`src/design/lkv_pkg.sv`:
```
// ----------------------------------------------------------------------------
// lkv_pkg: shared types and constants for the LRU key-value cache
// Entry layout, cell control group, operation codes and register widths.
// ----------------------------------------------------------------------------
package lkv_pkg;

    localparam int KEY_W   = 32;
    localparam int DATA_W  = 32;
    localparam int CAP_W   = 5;

    localparam logic [CAP_W-1:0] CAP_RESET = 5'd16;

    // operation codes
    localparam logic OP_GET = 1'b0;
    localparam logic OP_SET = 1'b1;

    // one cache entry as held by a cell
    typedef struct packed {
        logic                     valid;
        logic signed [KEY_W-1:0]  key;
        logic signed [DATA_W-1:0] data;
    } t_entry;

    // control broadcast to every cell
    typedef struct packed {
        logic cmp_en;   // register the key compare
        logic upd_en;   // shift entries up to the limit position
    } t_cell_ctl;

endpackage

```
`src/design/lkv_if.sv`:
```
// ----------------------------------------------------------------------------
// lkv_req_if / lkv_rsp_if: request and response channels
// Valid/ready handshake; an item moves when both are high at a clock edge.
// ----------------------------------------------------------------------------
interface lkv_req_if;
    logic                             valid;
    logic                             ready;
    logic                             operation;
    logic signed [lkv_pkg::KEY_W-1:0]  key;
    logic signed [lkv_pkg::DATA_W-1:0] value;

    modport source (output valid, operation, key, value, input ready);
    modport sink   (input valid, operation, key, value, output ready);
endinterface

interface lkv_rsp_if;
    logic                             valid;
    logic                             ready;
    logic                             hit;
    logic signed [lkv_pkg::DATA_W-1:0] read_value;
    logic                             evicted;
    logic signed [lkv_pkg::KEY_W-1:0]  evicted_key;

    modport source (output valid, hit, read_value, evicted, evicted_key, input ready);
    modport sink   (input valid, hit, read_value, evicted, evicted_key, output ready);
endinterface

```
`src/design/lkv_cell.sv`:
```
// ----------------------------------------------------------------------------
// lkv_cell: one recency position of the cache
// Holds one entry, compares it to the request key, and takes its neighbour's
// entry when the chain shifts through its position.
// ----------------------------------------------------------------------------
module lkv_cell #(
    parameter int ENTRIES = 16,
    parameter int INDEX   = 0
) (
    input  logic                              i_clk,
    input  logic                              i_rst_n,
    input  lkv_pkg::t_cell_ctl                i_ctl,
    input  logic signed [lkv_pkg::KEY_W-1:0]  i_key,
    input  logic [$clog2(ENTRIES+1)-1:0]      i_limit,
    input  lkv_pkg::t_entry                   i_prev,
    output lkv_pkg::t_entry                   o_entry,
    output logic                              o_match
);

    localparam int LW = $clog2(ENTRIES + 1);
    localparam logic [LW-1:0] POS = LW'(INDEX);

    logic            r_valid;
    lkv_pkg::t_entry r_entry;
    logic            r_match;
    logic            w_shift;

    assign w_shift = i_ctl.upd_en && (POS <= i_limit);

    always_ff @(posedge i_clk) begin
        if (!i_rst_n) begin
            r_valid <= 1'b0;
            r_match <= 1'b0;
        end else begin
            if (i_ctl.cmp_en) begin
                r_match <= r_valid && (r_entry.key == i_key);
            end
            if (w_shift) begin
                r_valid <= i_prev.valid;
            end
        end
    end

    // payload: no reset
    always_ff @(posedge i_clk) begin
        if (w_shift) begin
            r_entry <= i_prev;
        end
    end

    always_comb begin
        o_entry       = r_entry;
        o_entry.valid = r_valid;
    end

    assign o_match = r_match;

endmodule

```
`src/design/lru_key_value_cache_top.sv`:
```
// ----------------------------------------------------------------------------
// lru_key_value_cache_top: fully associative key-value cache, LRU replacement
// A row of cells ordered by recency, position 0 most recent.
// ----------------------------------------------------------------------------
//  channel  | dir | handshake          | payload
//  ---------+-----+--------------------+---------------------------------------
//  i_req    | in  | valid / ready      | operation, key, value
//  o_rsp    | out | valid / ready      | hit, read_value, evicted, evicted_key
//  i_cfg    | in  | i_cfg_we only      | i_cfg_wdata = capacity
//
//  An item passes through a compare state, which checks the key in every cell
//  in parallel, and an update state, which locates the match, shifts the cell
//  chain and registers the result. A new item can be taken in the update state
//  of the previous one, when that item commits while o_rsp drains.
//  Reset (synchronous, active low) empties every cell and sets capacity 16.
//  A stalled response holds the update cycle; the cells do not move until
//  the result register is free.
// ----------------------------------------------------------------------------
module lru_key_value_cache_top #(
    parameter int ENTRIES = 16
) (
    input  logic                            i_clk,
    input  logic                            i_rst_n,
    lkv_req_if.sink                         i_req,
    lkv_rsp_if.source                       o_rsp,
    input  logic                            i_cfg_we,
    input  logic [lkv_pkg::CAP_W-1:0]       i_cfg_wdata
);

    localparam int LW = $clog2(ENTRIES + 1);
    localparam int FW = (LW > lkv_pkg::CAP_W) ? LW : lkv_pkg::CAP_W;
    localparam logic [FW-1:0] ENT_X = FW'(ENTRIES);

    localparam logic [1:0] ST_IDLE = 2'd0;
    localparam logic [1:0] ST_CMP  = 2'd1;
    localparam logic [1:0] ST_UPD  = 2'd2;

    // control
    logic [1:0]                   r_state, n_state;
    logic [LW-1:0]                r_fill, n_fill;
    logic [lkv_pkg::CAP_W-1:0]    r_cap;
    logic                         r_out_valid;

    // latched request
    logic                               r_op;
    logic signed [lkv_pkg::KEY_W-1:0]   r_key;
    logic signed [lkv_pkg::DATA_W-1:0]  r_val;

    // result register
    logic                               r_hit;
    logic signed [lkv_pkg::DATA_W-1:0]  r_rd;
    logic                               r_ev;
    logic signed [lkv_pkg::KEY_W-1:0]   r_evk;

    logic                   w_accept, w_commit, w_free;
    lkv_pkg::t_cell_ctl     w_ctl;
    lkv_pkg::t_entry        w_entry [ENTRIES];
    lkv_pkg::t_entry        w_head;
    logic [ENTRIES-1:0]     w_match;
    logic                   w_hit, w_full, w_evict;
    logic [LW-1:0]          w_pos, w_limit;
    logic signed [lkv_pkg::DATA_W-1:0] w_hit_data;
    logic signed [lkv_pkg::KEY_W-1:0]  w_last_key;
    logic [FW-1:0]          w_fill_x, w_cap_x;

    // handshake: take a new item when idle or while the current one commits
    assign w_free     = !r_out_valid || o_rsp.ready;
    assign w_commit   = (r_state == ST_UPD) && w_free;
    assign i_req.ready = (r_state == ST_IDLE) || w_commit;
    assign w_accept   = i_req.valid && i_req.ready;

    always_comb begin
        n_state = r_state;
        unique case (r_state)
            ST_IDLE: if (w_accept) n_state = ST_CMP;
            ST_CMP:  n_state = ST_UPD;
            ST_UPD: begin
                if (w_accept) begin
                    n_state = ST_CMP;
                end else if (w_commit) begin
                    n_state = ST_IDLE;
                end
            end
            default: n_state = ST_IDLE;
        endcase
    end

    // match location and the entries it selects; at most one cell matches
    always_comb begin
        w_pos      = '0;
        w_hit_data = '0;
        w_last_key = '0;
        for (int i = 0; i < ENTRIES; i++) begin
            if (w_match[i]) begin
                w_pos      = w_pos | LW'(i);
                w_hit_data = w_hit_data | w_entry[i].data;
            end
            // last valid cell is the least recent entry; valid cells are a prefix
            if (w_entry[i].valid && ((i == ENTRIES - 1) || !w_entry[(i + 1) % ENTRIES].valid)) begin
                w_last_key = w_last_key | w_entry[i].key;
            end
        end
    end

    assign w_hit = |w_match;

    // full when fill reaches the effective capacity (0 acts as 1, clip at ENTRIES)
    assign w_fill_x = FW'(r_fill);
    assign w_cap_x  = FW'(r_cap);
    assign w_full   = (w_fill_x >= ENT_X)
                   || ((r_cap != '0) && (w_fill_x >= w_cap_x))
                   || ((r_cap == '0) && (r_fill != '0));
    assign w_evict  = (r_op == lkv_pkg::OP_SET) && !w_hit && w_full && (r_fill != '0);

    // shift limit: hit moves the matched entry to the head; insert shifts
    // over the filled cells, dropping the last one when full
    always_comb begin
        priority if (w_hit) begin
            w_limit = w_pos;
        end else if (w_evict) begin
            w_limit = r_fill - LW'(1);
        end else begin
            w_limit = r_fill;
        end
    end

    assign w_ctl.cmp_en = (r_state == ST_CMP);
    assign w_ctl.upd_en = w_commit && (w_hit || (r_op == lkv_pkg::OP_SET));

    // new head entry: the request key with written or kept data
    always_comb begin
        w_head.valid = 1'b1;
        w_head.key   = r_key;
        w_head.data  = (r_op == lkv_pkg::OP_SET) ? r_val : w_hit_data;
    end

    for (genvar g = 0; g < ENTRIES; g++) begin : g_cell
        lkv_cell #(
            .ENTRIES (ENTRIES),
            .INDEX   (g)
        ) u_cell (
            .i_clk   (i_clk),
            .i_rst_n (i_rst_n),
            .i_ctl   (w_ctl),
            .i_key   (r_key),
            .i_limit (w_limit),
            .i_prev  ((g == 0) ? w_head : w_entry[(g + ENTRIES - 1) % ENTRIES]),
            .o_entry (w_entry[g]),
            .o_match (w_match[g])
        );
    end

    always_comb begin
        n_fill = r_fill;
        if (w_commit && (r_op == lkv_pkg::OP_SET) && !w_hit && !w_evict) begin
            n_fill = r_fill + LW'(1);
        end
    end

    always_ff @(posedge i_clk) begin
        if (!i_rst_n) begin
            r_state     <= ST_IDLE;
            r_fill      <= '0;
            r_cap       <= lkv_pkg::CAP_RESET;
            r_out_valid <= 1'b0;
        end else begin
            r_state <= n_state;
            r_fill  <= n_fill;
            if (i_cfg_we) begin
                r_cap <= i_cfg_wdata;
            end
            if (w_commit) begin
                r_out_valid <= 1'b1;
            end else if (o_rsp.ready) begin
                r_out_valid <= 1'b0;
            end
        end
    end

    // payload: hold the request, capture the result on commit
    always_ff @(posedge i_clk) begin
        if (w_accept) begin
            r_op  <= i_req.operation;
            r_key <= i_req.key;
            r_val <= i_req.value;
        end
        if (w_commit) begin
            r_hit <= w_hit;
            r_rd  <= (w_hit && (r_op == lkv_pkg::OP_GET)) ? w_hit_data : '0;
            r_ev  <= w_evict;
            r_evk <= w_evict ? w_last_key : '0;
        end
    end

    assign o_rsp.valid       = r_out_valid;
    assign o_rsp.hit         = r_hit;
    assign o_rsp.read_value  = r_rd;
    assign o_rsp.evicted     = r_ev;
    assign o_rsp.evicted_key = r_evk;

endmodule

```
`src/flat_wrapper.sv`:
```
// flat-port wrapper written by rule: the top's interface ports become plain ports
module lru_key_value_cache_top_flat 
#(
    parameter int ENTRIES = 16
)
  (i_clk, i_rst_n, i_cfg_we, i_cfg_wdata, i_req_valid, i_req_operation, i_req_key, i_req_value, i_req_ready, o_rsp_valid, o_rsp_hit, o_rsp_read_value, o_rsp_evicted, o_rsp_evicted_key, o_rsp_ready);
  lkv_req_if i_req_i ();
  lkv_rsp_if o_rsp_i ();
  input  logic i_clk;
  input  logic i_rst_n;
  input  logic i_cfg_we;
  input  logic [lkv_pkg::CAP_W-1:0] i_cfg_wdata;
  input wire logic [$bits(i_req_i.valid)-1:0] i_req_valid;
  input wire logic [$bits(i_req_i.operation)-1:0] i_req_operation;
  input wire logic [$bits(i_req_i.key)-1:0] i_req_key;
  input wire logic [$bits(i_req_i.value)-1:0] i_req_value;
  output wire logic [$bits(i_req_i.ready)-1:0] i_req_ready;
  output wire logic [$bits(o_rsp_i.valid)-1:0] o_rsp_valid;
  output wire logic [$bits(o_rsp_i.hit)-1:0] o_rsp_hit;
  output wire logic [$bits(o_rsp_i.read_value)-1:0] o_rsp_read_value;
  output wire logic [$bits(o_rsp_i.evicted)-1:0] o_rsp_evicted;
  output wire logic [$bits(o_rsp_i.evicted_key)-1:0] o_rsp_evicted_key;
  input wire logic [$bits(o_rsp_i.ready)-1:0] o_rsp_ready;
  assign i_req_i.valid = i_req_valid;
  assign i_req_i.operation = i_req_operation;
  assign i_req_i.key = i_req_key;
  assign i_req_i.value = i_req_value;
  assign i_req_ready = i_req_i.ready;
  assign o_rsp_valid = o_rsp_i.valid;
  assign o_rsp_hit = o_rsp_i.hit;
  assign o_rsp_read_value = o_rsp_i.read_value;
  assign o_rsp_evicted = o_rsp_i.evicted;
  assign o_rsp_evicted_key = o_rsp_i.evicted_key;
  assign o_rsp_i.ready = o_rsp_ready;
  lru_key_value_cache_top #(.ENTRIES(ENTRIES)) u_core (.i_clk(i_clk), .i_rst_n(i_rst_n), .i_req(i_req_i), .o_rsp(o_rsp_i), .i_cfg_we(i_cfg_we), .i_cfg_wdata(i_cfg_wdata));
endmodule
```
`config.mk`:
```
export PLATFORM = sky130hd
export DESIGN_NAME = lru_key_value_cache_top_flat
export DESIGN_NICKNAME = d
export VERILOG_FILES = /design/src/design/lkv_pkg.sv /design/src/design/lkv_if.sv /design/src/design/lkv_cell.sv /design/src/design/lru_key_value_cache_top.sv /design/src/flat_wrapper.sv
export SDC_FILE = /design/constraint.sdc
export NUM_CORES = 1
export LEC_CHECK = 0
export ABC_CLOCK_PERIOD_IN_PS = 11100
export BUFFER_PORTS_ARGS = -buffer_cell sky130_fd_sc_hd__buf_2
export CAP_MARGIN = 15
export CORE_ASPECT_RATIO = 1.75
export CORE_MARGIN = 1
export CORE_UTILIZATION = 40
export CTS_BUF_LIST = sky130_fd_sc_hd__clkbuf_4 sky130_fd_sc_hd__clkbuf_8 sky130_fd_sc_hd__clkbuf_16
export CTS_CLUSTER_DIAMETER = 120
export DETAILED_ROUTE_END_ITERATION = 6
export PLACE_DENSITY_LB_ADDON = 0.1
export RECOVER_POWER = 50
export SLEW_MARGIN = 25
export SYNTH_ARGS = -nofsm -noshare
export SYNTH_HDL_FRONTEND = slang
export SYNTH_SLANG_ARGS = --single-unit
```
`constraint.sdc`:
```
create_clock -name i_clk -period 11.1 [get_ports i_clk]
set_input_delay 2.22 -clock i_clk [delete_from_list [all_inputs] [get_ports i_clk]]
set_output_delay 2.22 -clock i_clk [all_outputs]
set_load 0.1 [all_outputs]
```
== Word-level counts from Yosys, hierarchy flattened ==
Cells that the tools add are included.

* Word-level logic and storage cells: 291
* Bits of input ports: 75
* Register bits after elaboration: 1200
* Output and inout port bits: 68

* Reductions and logical operators: 89
* Bitwise logic cells: 31
* Muxes and demuxes: 56
* Add/subtract/negate cells: 2
* Eq/ne operators: 20
* Magnitude comparators: 18

{| class="wikitable"
|+ Operator list
! kind !! count
|-
| $mux W32 || 33
|-
| $or A32 B32 Y32 || 30
|-
| $eq A32 B32 Y1 || 16
|-
| $logic_and A1 B1 Y1 || 59
|-
| $le A4 B5 Y1 const A || 8
|-
| $mux W4 || 8
|-
| $le A3 B5 Y1 const A || 4
|-
| $logic_not A1 Y1 || 18
|-
| $reduce_or A16 Y1 || 1
|-
| $mux W3 || 4
|-
| $le A1 B5 Y1 const A || 2
|-
| $le A2 B5 Y1 const A || 2
|-
| $mux W2 || 5
|-
| $mux W5 || 2
|-
| $reduce_bool A5 Y1 || 2
|-
| $pmux W2 S3 || 1
|-
| $add A5 B1 Y5 const B || 1
|-
| $ge A5 B5 Y1 || 1
|-
| $ge A5 B5 Y1 const B || 1
|-
| $logic_not A5 Y1 || 1
|-
| $logic_or A1 B1 Y1 || 5
|-
| $sub A5 B1 Y5 const B || 1
|-
| $mux W1 || 3
|-
| $ne A3 B1 Y1 const B || 1
|-
| other kinds (7) || 7
|}

== Longest topological paths before layout ==
* Depth in word-level cells: 33
* Gate-level depth with buffers: 11
* Gate-level depth less buffers: 10

== Cells and area by module ==
From an unflattened synthesis, not the netlist that was laid out.

* Cells, all modules: 3070
* Area, all modules: 49064.6 um2

{| class="wikitable"
|+ By module, submodules not included
! module !! instances !! sequential area each (um2) !! area an instance (um2) !! cells each
|-
| lru_key_value_cache_top || 1 || 4194.0 || 11247.0 || 1200
|-
| lkv_cell (u_core.g_cell[10].u_cell ...) || 4 || 1961.9 || 2364.8 || 117
|-
| lkv_cell (u_core.g_cell[11].u_cell) || 1 || 1961.9 || 2371.0 || 118
|-
| lkv_cell (u_core.g_cell[3].u_cell) || 1 || 1961.9 || 2371.0 || 117
|-
| lkv_cell (u_core.g_cell[13].u_cell) || 1 || 1961.9 || 2367.3 || 117
|-
| lkv_cell (u_core.g_cell[5].u_cell) || 1 || 1961.9 || 2366.0 || 118
|-
| lkv_cell (u_core.g_cell[9].u_cell) || 1 || 1961.9 || 2366.0 || 117
|-
| lkv_cell (u_core.g_cell[6].u_cell) || 1 || 1961.9 || 2363.5 || 117
|-
| lkv_cell (u_core.g_cell[14].u_cell) || 1 || 1961.9 || 2362.3 || 117
|-
| lkv_cell (u_core.g_cell[12].u_cell) || 1 || 1961.9 || 2361.0 || 117
|-
| lkv_cell (u_core.g_cell[2].u_cell) || 1 || 1961.9 || 2361.0 || 116
|-
| lkv_cell (u_core.g_cell[4].u_cell) || 1 || 1961.9 || 2358.5 || 116
|-
| lkv_cell (u_core.g_cell[8].u_cell) || 1 || 1961.9 || 2357.3 || 116
|-
| lkv_cell (u_core.g_cell[0].u_cell) || 1 || 1961.9 || 2353.5 || 116
|}

== Least setup slack after synthesis ==
Ideal clock, no wire load.

* Path kind: input to register
* From: input port o_rsp_ready
* To: register u_core.g_cell[11].u_cell.r_entry, in the netlist u_core.g_cell[11].u_cell.o_entry[0] (enable)
* Stages: 7
* Arrival: 11.146 ns
* Slack: -0.535 ns
* Library setup time: 0.489 ns
* Buffers on the path: 1
* Required time: 10.611 ns
* Path through: nor2b_1 nor2_1 o21ai_0 inv_1 clkbuf_1 nand2_1 nor2_1

* Longest elaborated chain between the ends: 4

{| class="wikitable"
|+ Ends and longest elaborated chain
! what !! line !! RTL
|-
| start: declaration || flat_wrapper.sv:23 || <nowiki>input wire logic [$bits(o_rsp_i.ready)-1:0] o_rsp_ready;</nowiki>
|-
| $logic_or A1 B1 Y1 || lru_key_value_cache_top.sv:67 || <nowiki>assign w_free = !r_out_valid || o_rsp.ready;</nowiki>
|-
| $logic_and A1 B1 Y1 || lru_key_value_cache_top.sv:68 || <nowiki>assign w_commit = (r_state == ST_UPD) && w_free;</nowiki>
|-
| net u_core.w_commit || lru_key_value_cache_top.sv:55 || <nowiki>logic w_accept, w_commit, w_free;</nowiki>
|-
| $logic_and A1 B1 Y1 || lru_key_value_cache_top.sv:128 || <nowiki>assign w_ctl.upd_en = w_commit && (w_hit || (r_op == lkv_pkg::OP_SET));</nowiki>
|-
| $logic_and A1 B1 Y1 || lkv_cell.sv:28 || <nowiki>assign w_shift = i_ctl.upd_en && (POS <= i_limit);</nowiki>
|-
| net u_core.g_cell[11].u_cell.w_shift || lkv_cell.sv:26 || <nowiki>logic w_shift;</nowiki>
|-
| end signal: assignment || lkv_cell.sv:47 || <nowiki>r_entry <= i_prev;</nowiki>
|-
| end: declaration || lkv_cell.sv:24 || <nowiki>lkv_pkg::t_entry r_entry;</nowiki>
|}

The timed path passes the listed nets, and every way through them passes these cells.
A chain may end at the register's enable or synchronous reset.

== Worst setup path in the final report ==
* From: register u_core.r_fill[4]
* To: register u_core.r_evk, in the netlist u_core.o_rsp.evicted_key[21] (data pin)

* Longest elaborated chain between the ends: 6
* Elaborated cells on any way between the ends: 9
* Those cells by class: order compare: 2; reduce/logical: 7

{| class="wikitable"
|+ Ends and longest elaborated chain
! what !! line !! RTL
|-
| start: declaration || lru_key_value_cache_top.sv:40 || <nowiki>logic [LW-1:0] r_fill, n_fill;</nowiki>
|-
| start signal: assignment || lru_key_value_cache_top.sv:168 || <nowiki>r_fill <= n_fill;</nowiki>
|-
| $ge A5 B5 Y1 || lru_key_value_cache_top.sv:111 || <nowiki>|| ((r_cap != '0) && (w_fill_x >= w_cap_x))</nowiki>
|-
| $logic_and A1 B1 Y1 || lru_key_value_cache_top.sv:111 ||
|-
| $logic_or A1 B1 Y1 || lru_key_value_cache_top.sv:111 ||
|-
| $logic_or A1 B1 Y1 || lru_key_value_cache_top.sv:112 || <nowiki>|| ((r_cap == '0) && (r_fill != '0));</nowiki>
|-
| $logic_and A1 B1 Y1 || lru_key_value_cache_top.sv:113 || <nowiki>assign w_evict = (r_op == lkv_pkg::OP_SET) && !w_hit && w_full && (r_fill != '0);</nowiki>
|-
| $logic_and A1 B1 Y1 (*) || lru_key_value_cache_top.sv:113 ||
|-
| end signal: assignment || lru_key_value_cache_top.sv:191 || <nowiki>r_evk <= w_evict ? w_last_key : '0;</nowiki>
|-
| end: declaration || lru_key_value_cache_top.sv:53 || <nowiki>logic signed [lkv_pkg::KEY_W-1:0] r_evk;</nowiki>
|}

Mark *: on every way between the ends. The rest lies on a longest branch, timed or not.

==> run summary <==
### Worst setup path
• flip-flop — Setup crit end kind
• 0 — Bufs and invs on worst path
• flip-flop — critical path startpoint category
• flip-flop to flip-flop — Crit Path Class
• ha_1 > a211o_1 > o21bai_1 > o21ai_0 > or2_0 > a31oi_1 — crit-path cells
• simple AND/OR/NAND/NOR gates — category of cells accounting for the largest share of critical-path delay
• 11.28 ns — required time of the critical path
• 3.42 ns — peak per-stage delay on the critical path
• 6.79 ns — Worst Path Arrival
• or2_0 — slowest cell on the critical path
• 33 — critical path peak fanout

### Power
• 4.2% — Gate power share
• 0.0177 uW — leakage component of the power
• 23.0% — switching power share of the total
• 0.129 mV — worst-case vdd ir drop
• 2170 uW — reported net switching power
• 7280 uW — internal power contribution
• 43.5% — clock network power share
• 52.4% — sequential group share of total power
• 169 nW/um^2 — Power per Cell Area

### Clock network
• 3 — htree depth
• clkbuf_16 — cell at the root of the clock tree
• 0.78 ns — clock latency reported for the late side of the worst-skew pair
• 0 — number of resized instances in the post-cts repair step
• 0 — postcts setup bufs
• 1,200 — CTS sink cnt
• 113 — CTS Buf Count
• yes — CTS tree
• 0.07 ns — clock slew at the register clock pins of the worst setup and hold paths
• 3 — Max Buffers Root-to-Sink
• 0 — CTS Hold Bufs

### Final layout
• 14.1% — fraction of layout cells with a size suffix above 1
• edfxtp_1 — most common library cell in the layout ignoring fill and taps
• edfxtp_1 (1,155), xor2_1 (320), a22oi_1 (286) — most frequent cells in the layout
• 55,800 um^2 — Post-Layout Inst Area
• 3,340 — final layout net count
• 13.6% — area delta synth->final

### STA
• 6.61 ns — post-route minimum period
• 0.0427 ns — setup skew after layout
• 4.84 ns — transition time at the pin with the least slew margin
• -222% — Max-slew headroom
• false — RSZ-0062 raised after global routing
• 151 MHz — timing-limited maximum frequency
• 0 — Hold Violations, Final
• 0 — Finish-stage setup viols
• 59.6% — share of the cycle needed by the critical path after routing
• 186 — total count of max-transition violations in the final report
• 0 ns — sum of negative setup slack

### Placed design
• 142 — number of I/O port buffers
• 52,100 um^2 — cell area after placement
• 1.09 — last weighted congestion value of the routability-driven placer
• 140,000 um — hpwl dp

### Global route
• 65 — pin count of the biggest net entering global routing
• 34.2% — global-route total usage across every layer
• 10 — antenna violations before repair
• 284,000 um — first-pass GRT wire length
• 0 — Overflow after GRT
• 31,496 — vias in the first global route

### Logic synthesis
• 70.5% — area fraction of the dominant cell type after synthesis
• 0.916% — mux cell area share after synthesis
• edfxtp_1 — top cell type by total area after synthesis
• 3,198 — number of nets produced by synthesis
• 9.19% — post-synthesis xor/xnor area fraction
• 0.178% — adder and majority cell fraction of the synthesized area
• edfxtp_1 — primary flip-flop cell chosen by synthesis mapping
• 3,116 — post-synthesis instance total
• 9.82% — post-synthesis compound-gate area fraction
• 1,155 — number of enable-type register cells in the synthesized netlist
• 72.4% — Seq/Total Area, Yosys
• compound AO/OA/AOI/OAI gates — main combinational cell family by area after synthesis
• 0 — Yosys Warn Count
• 64 — number of distinct library cells after synthesis
• 0% — asr flop ratio synth
• edfxtp_1 (71%), xor2_1 (5.7%), a22oi_1 (4.4%) — Synth area leaders
• 5.49% — Post-Synth Simple-Gate Area
• 49,200 um^2 — synthesized cell area
• 15.8 um^2 — average size of a mapped cell
• 1,200 — register bit count reported by yosys

### Outcome
• max-capacitance violations, max-slew violations — violations in the final reports
• finished with violations — result of the run

### Routing
• 6.38 — routed via count divided by cell count
• 42.7 um — average detailed-routed wire length per instance
• 31,766 — number of vias in the routed layout
• 213,000 um — WL final
• 4,304 — drt first-iter violations
• 0 — DRC viols
• 6 — First-pass DRT Iterations
• 0 — number of nets with antenna violations after routing

### Die
• 169 — row count
• 122,000 um^2 — area of the core
• 40.4% — starting density of the core
• 267 um — Die Span X
• 143 — top-level I/O count
• 124,000 um^2 — area enclosed by the die boundary
• 466 um — height of the die

### Flow run
• 6 — Max-Cap Viols

### Worst hold path
• flip-flop to flip-flop — worst hold-check path type

==> state kept, by name, indices dropped and copies added, names as in the netlist <==
signal / cells
u_core.r_state: 2
u_core.g_cell.u_cell.o_match: 16
u_core.o_rsp.hit: 1
u_core.g_cell.u_cell.r_valid: 16
u_core.o_rsp.read_value: 32
u_core.o_rsp.evicted: 1
u_core.o_rsp.valid: 1
u_core.r_key: 32
u_core.r_fill: 5
u_core.g_cell.u_cell.o_entry: 1024
u_core.r_val: 32
u_core.r_cap: 5
u_core.o_rsp.evicted_key: 32
u_core.r_op: 1
==> metal layers <==
layer,vias up,global-route usage [%],wire length (um)
met4,6,28.8,22000
met5,-,0,39
met3,567,6.08,16600
met1,16329,37.8,70700
li1,12585,-,-
met2,2279,57.0,103000
==> synth_stat cells (7+ instances only) <==
cell and instances:
a21boi_0 20, a21oi_1 8, nor2_1 90, a22o_1 113, edfxtp_1 1155, mux2i_1 45
inv_1 46, dfxtp_1 45, xor2_1 321, nand3_1 49, and3_1 26, nor2b_1 25
xnor2_1 195, a31oi_1 26, ha_1 7, nand2_1 43, a22oi_1 286, nand4_1 123
buf_1 40, nor4_1 102, clkbuf_1 161, a221oi_1 113
==> power groups by stage <==
stage | Sequential, uW | Clock, uW | Combinational [uW]
2_1_floorplan | 5080 | 0 | 158
3_3_place_gp | 5050 | 0 | 384
3_5_place_dp | 5050 | 0 | 383
4_1_cts | 4950 | 4150 | 384
5_1_grt | 4950 | 4300 | 393
6_report | 4950 | 4110 | 394
==> worst paths after layout <==
kind	start	endpoint	slack (ns)	cells after the start
hold reg to reg	u_core.g_cell[7].u_cell.o_entry[20]	u_core.g_cell[8].u_cell.o_entry[20]	0.44	0
hold / removal	u_core.g_cell[7].u_cell.o_entry[20]	u_core.g_cell[8].u_cell.o_entry[20]	0.44	0
setup / recovery	u_core.r_fill[4]	u_core.o_rsp.evicted_key[21]	4.49	6
setup reg to reg	u_core.r_fill[4]	u_core.o_rsp.evicted_key[21]	4.49	6
==> per-stage QoR <==
stage	setup slack, ns	util, %	std cells	power [uW]	hold WS [ns]
detailed placement	3.97	42.8	4766	5430	0.433
finish	4.49	45.9	4981	9450	0.440
floorplan	0.494	-	3116	5240	0.424
global route	4.68	45.9	4980	9640	0.455
global placement	4.06	42.8	4766	5430	0.431
CTS	4.79	46.0	4978	9480	0.439
==> cell type report <==
cell class                      count  area, um^2
Sequential cell                  1200       35600
Antenna cell                        2        5.00
Clock inverter                     68         666
Inverter                           47         190
Tap cell                         1624        2030
Fill cell                       10735       65700
Multi-Input combinational cell   1659       12900
Timing Repair Buffer              237        1330
Clock buffer                      144        3140
==> cell families after synthesis <==
| family | after synthesis |
|---|---|
| flops | 1200 |
| xor+xnor | 516 |
| buf+inv | 257 |
| mux | 45 |
| fa+ha+maj | 7 |
| compound gates | 605 |
| simple gates | 486 |
Note: power is estimated with default switching activity, not from simulation.
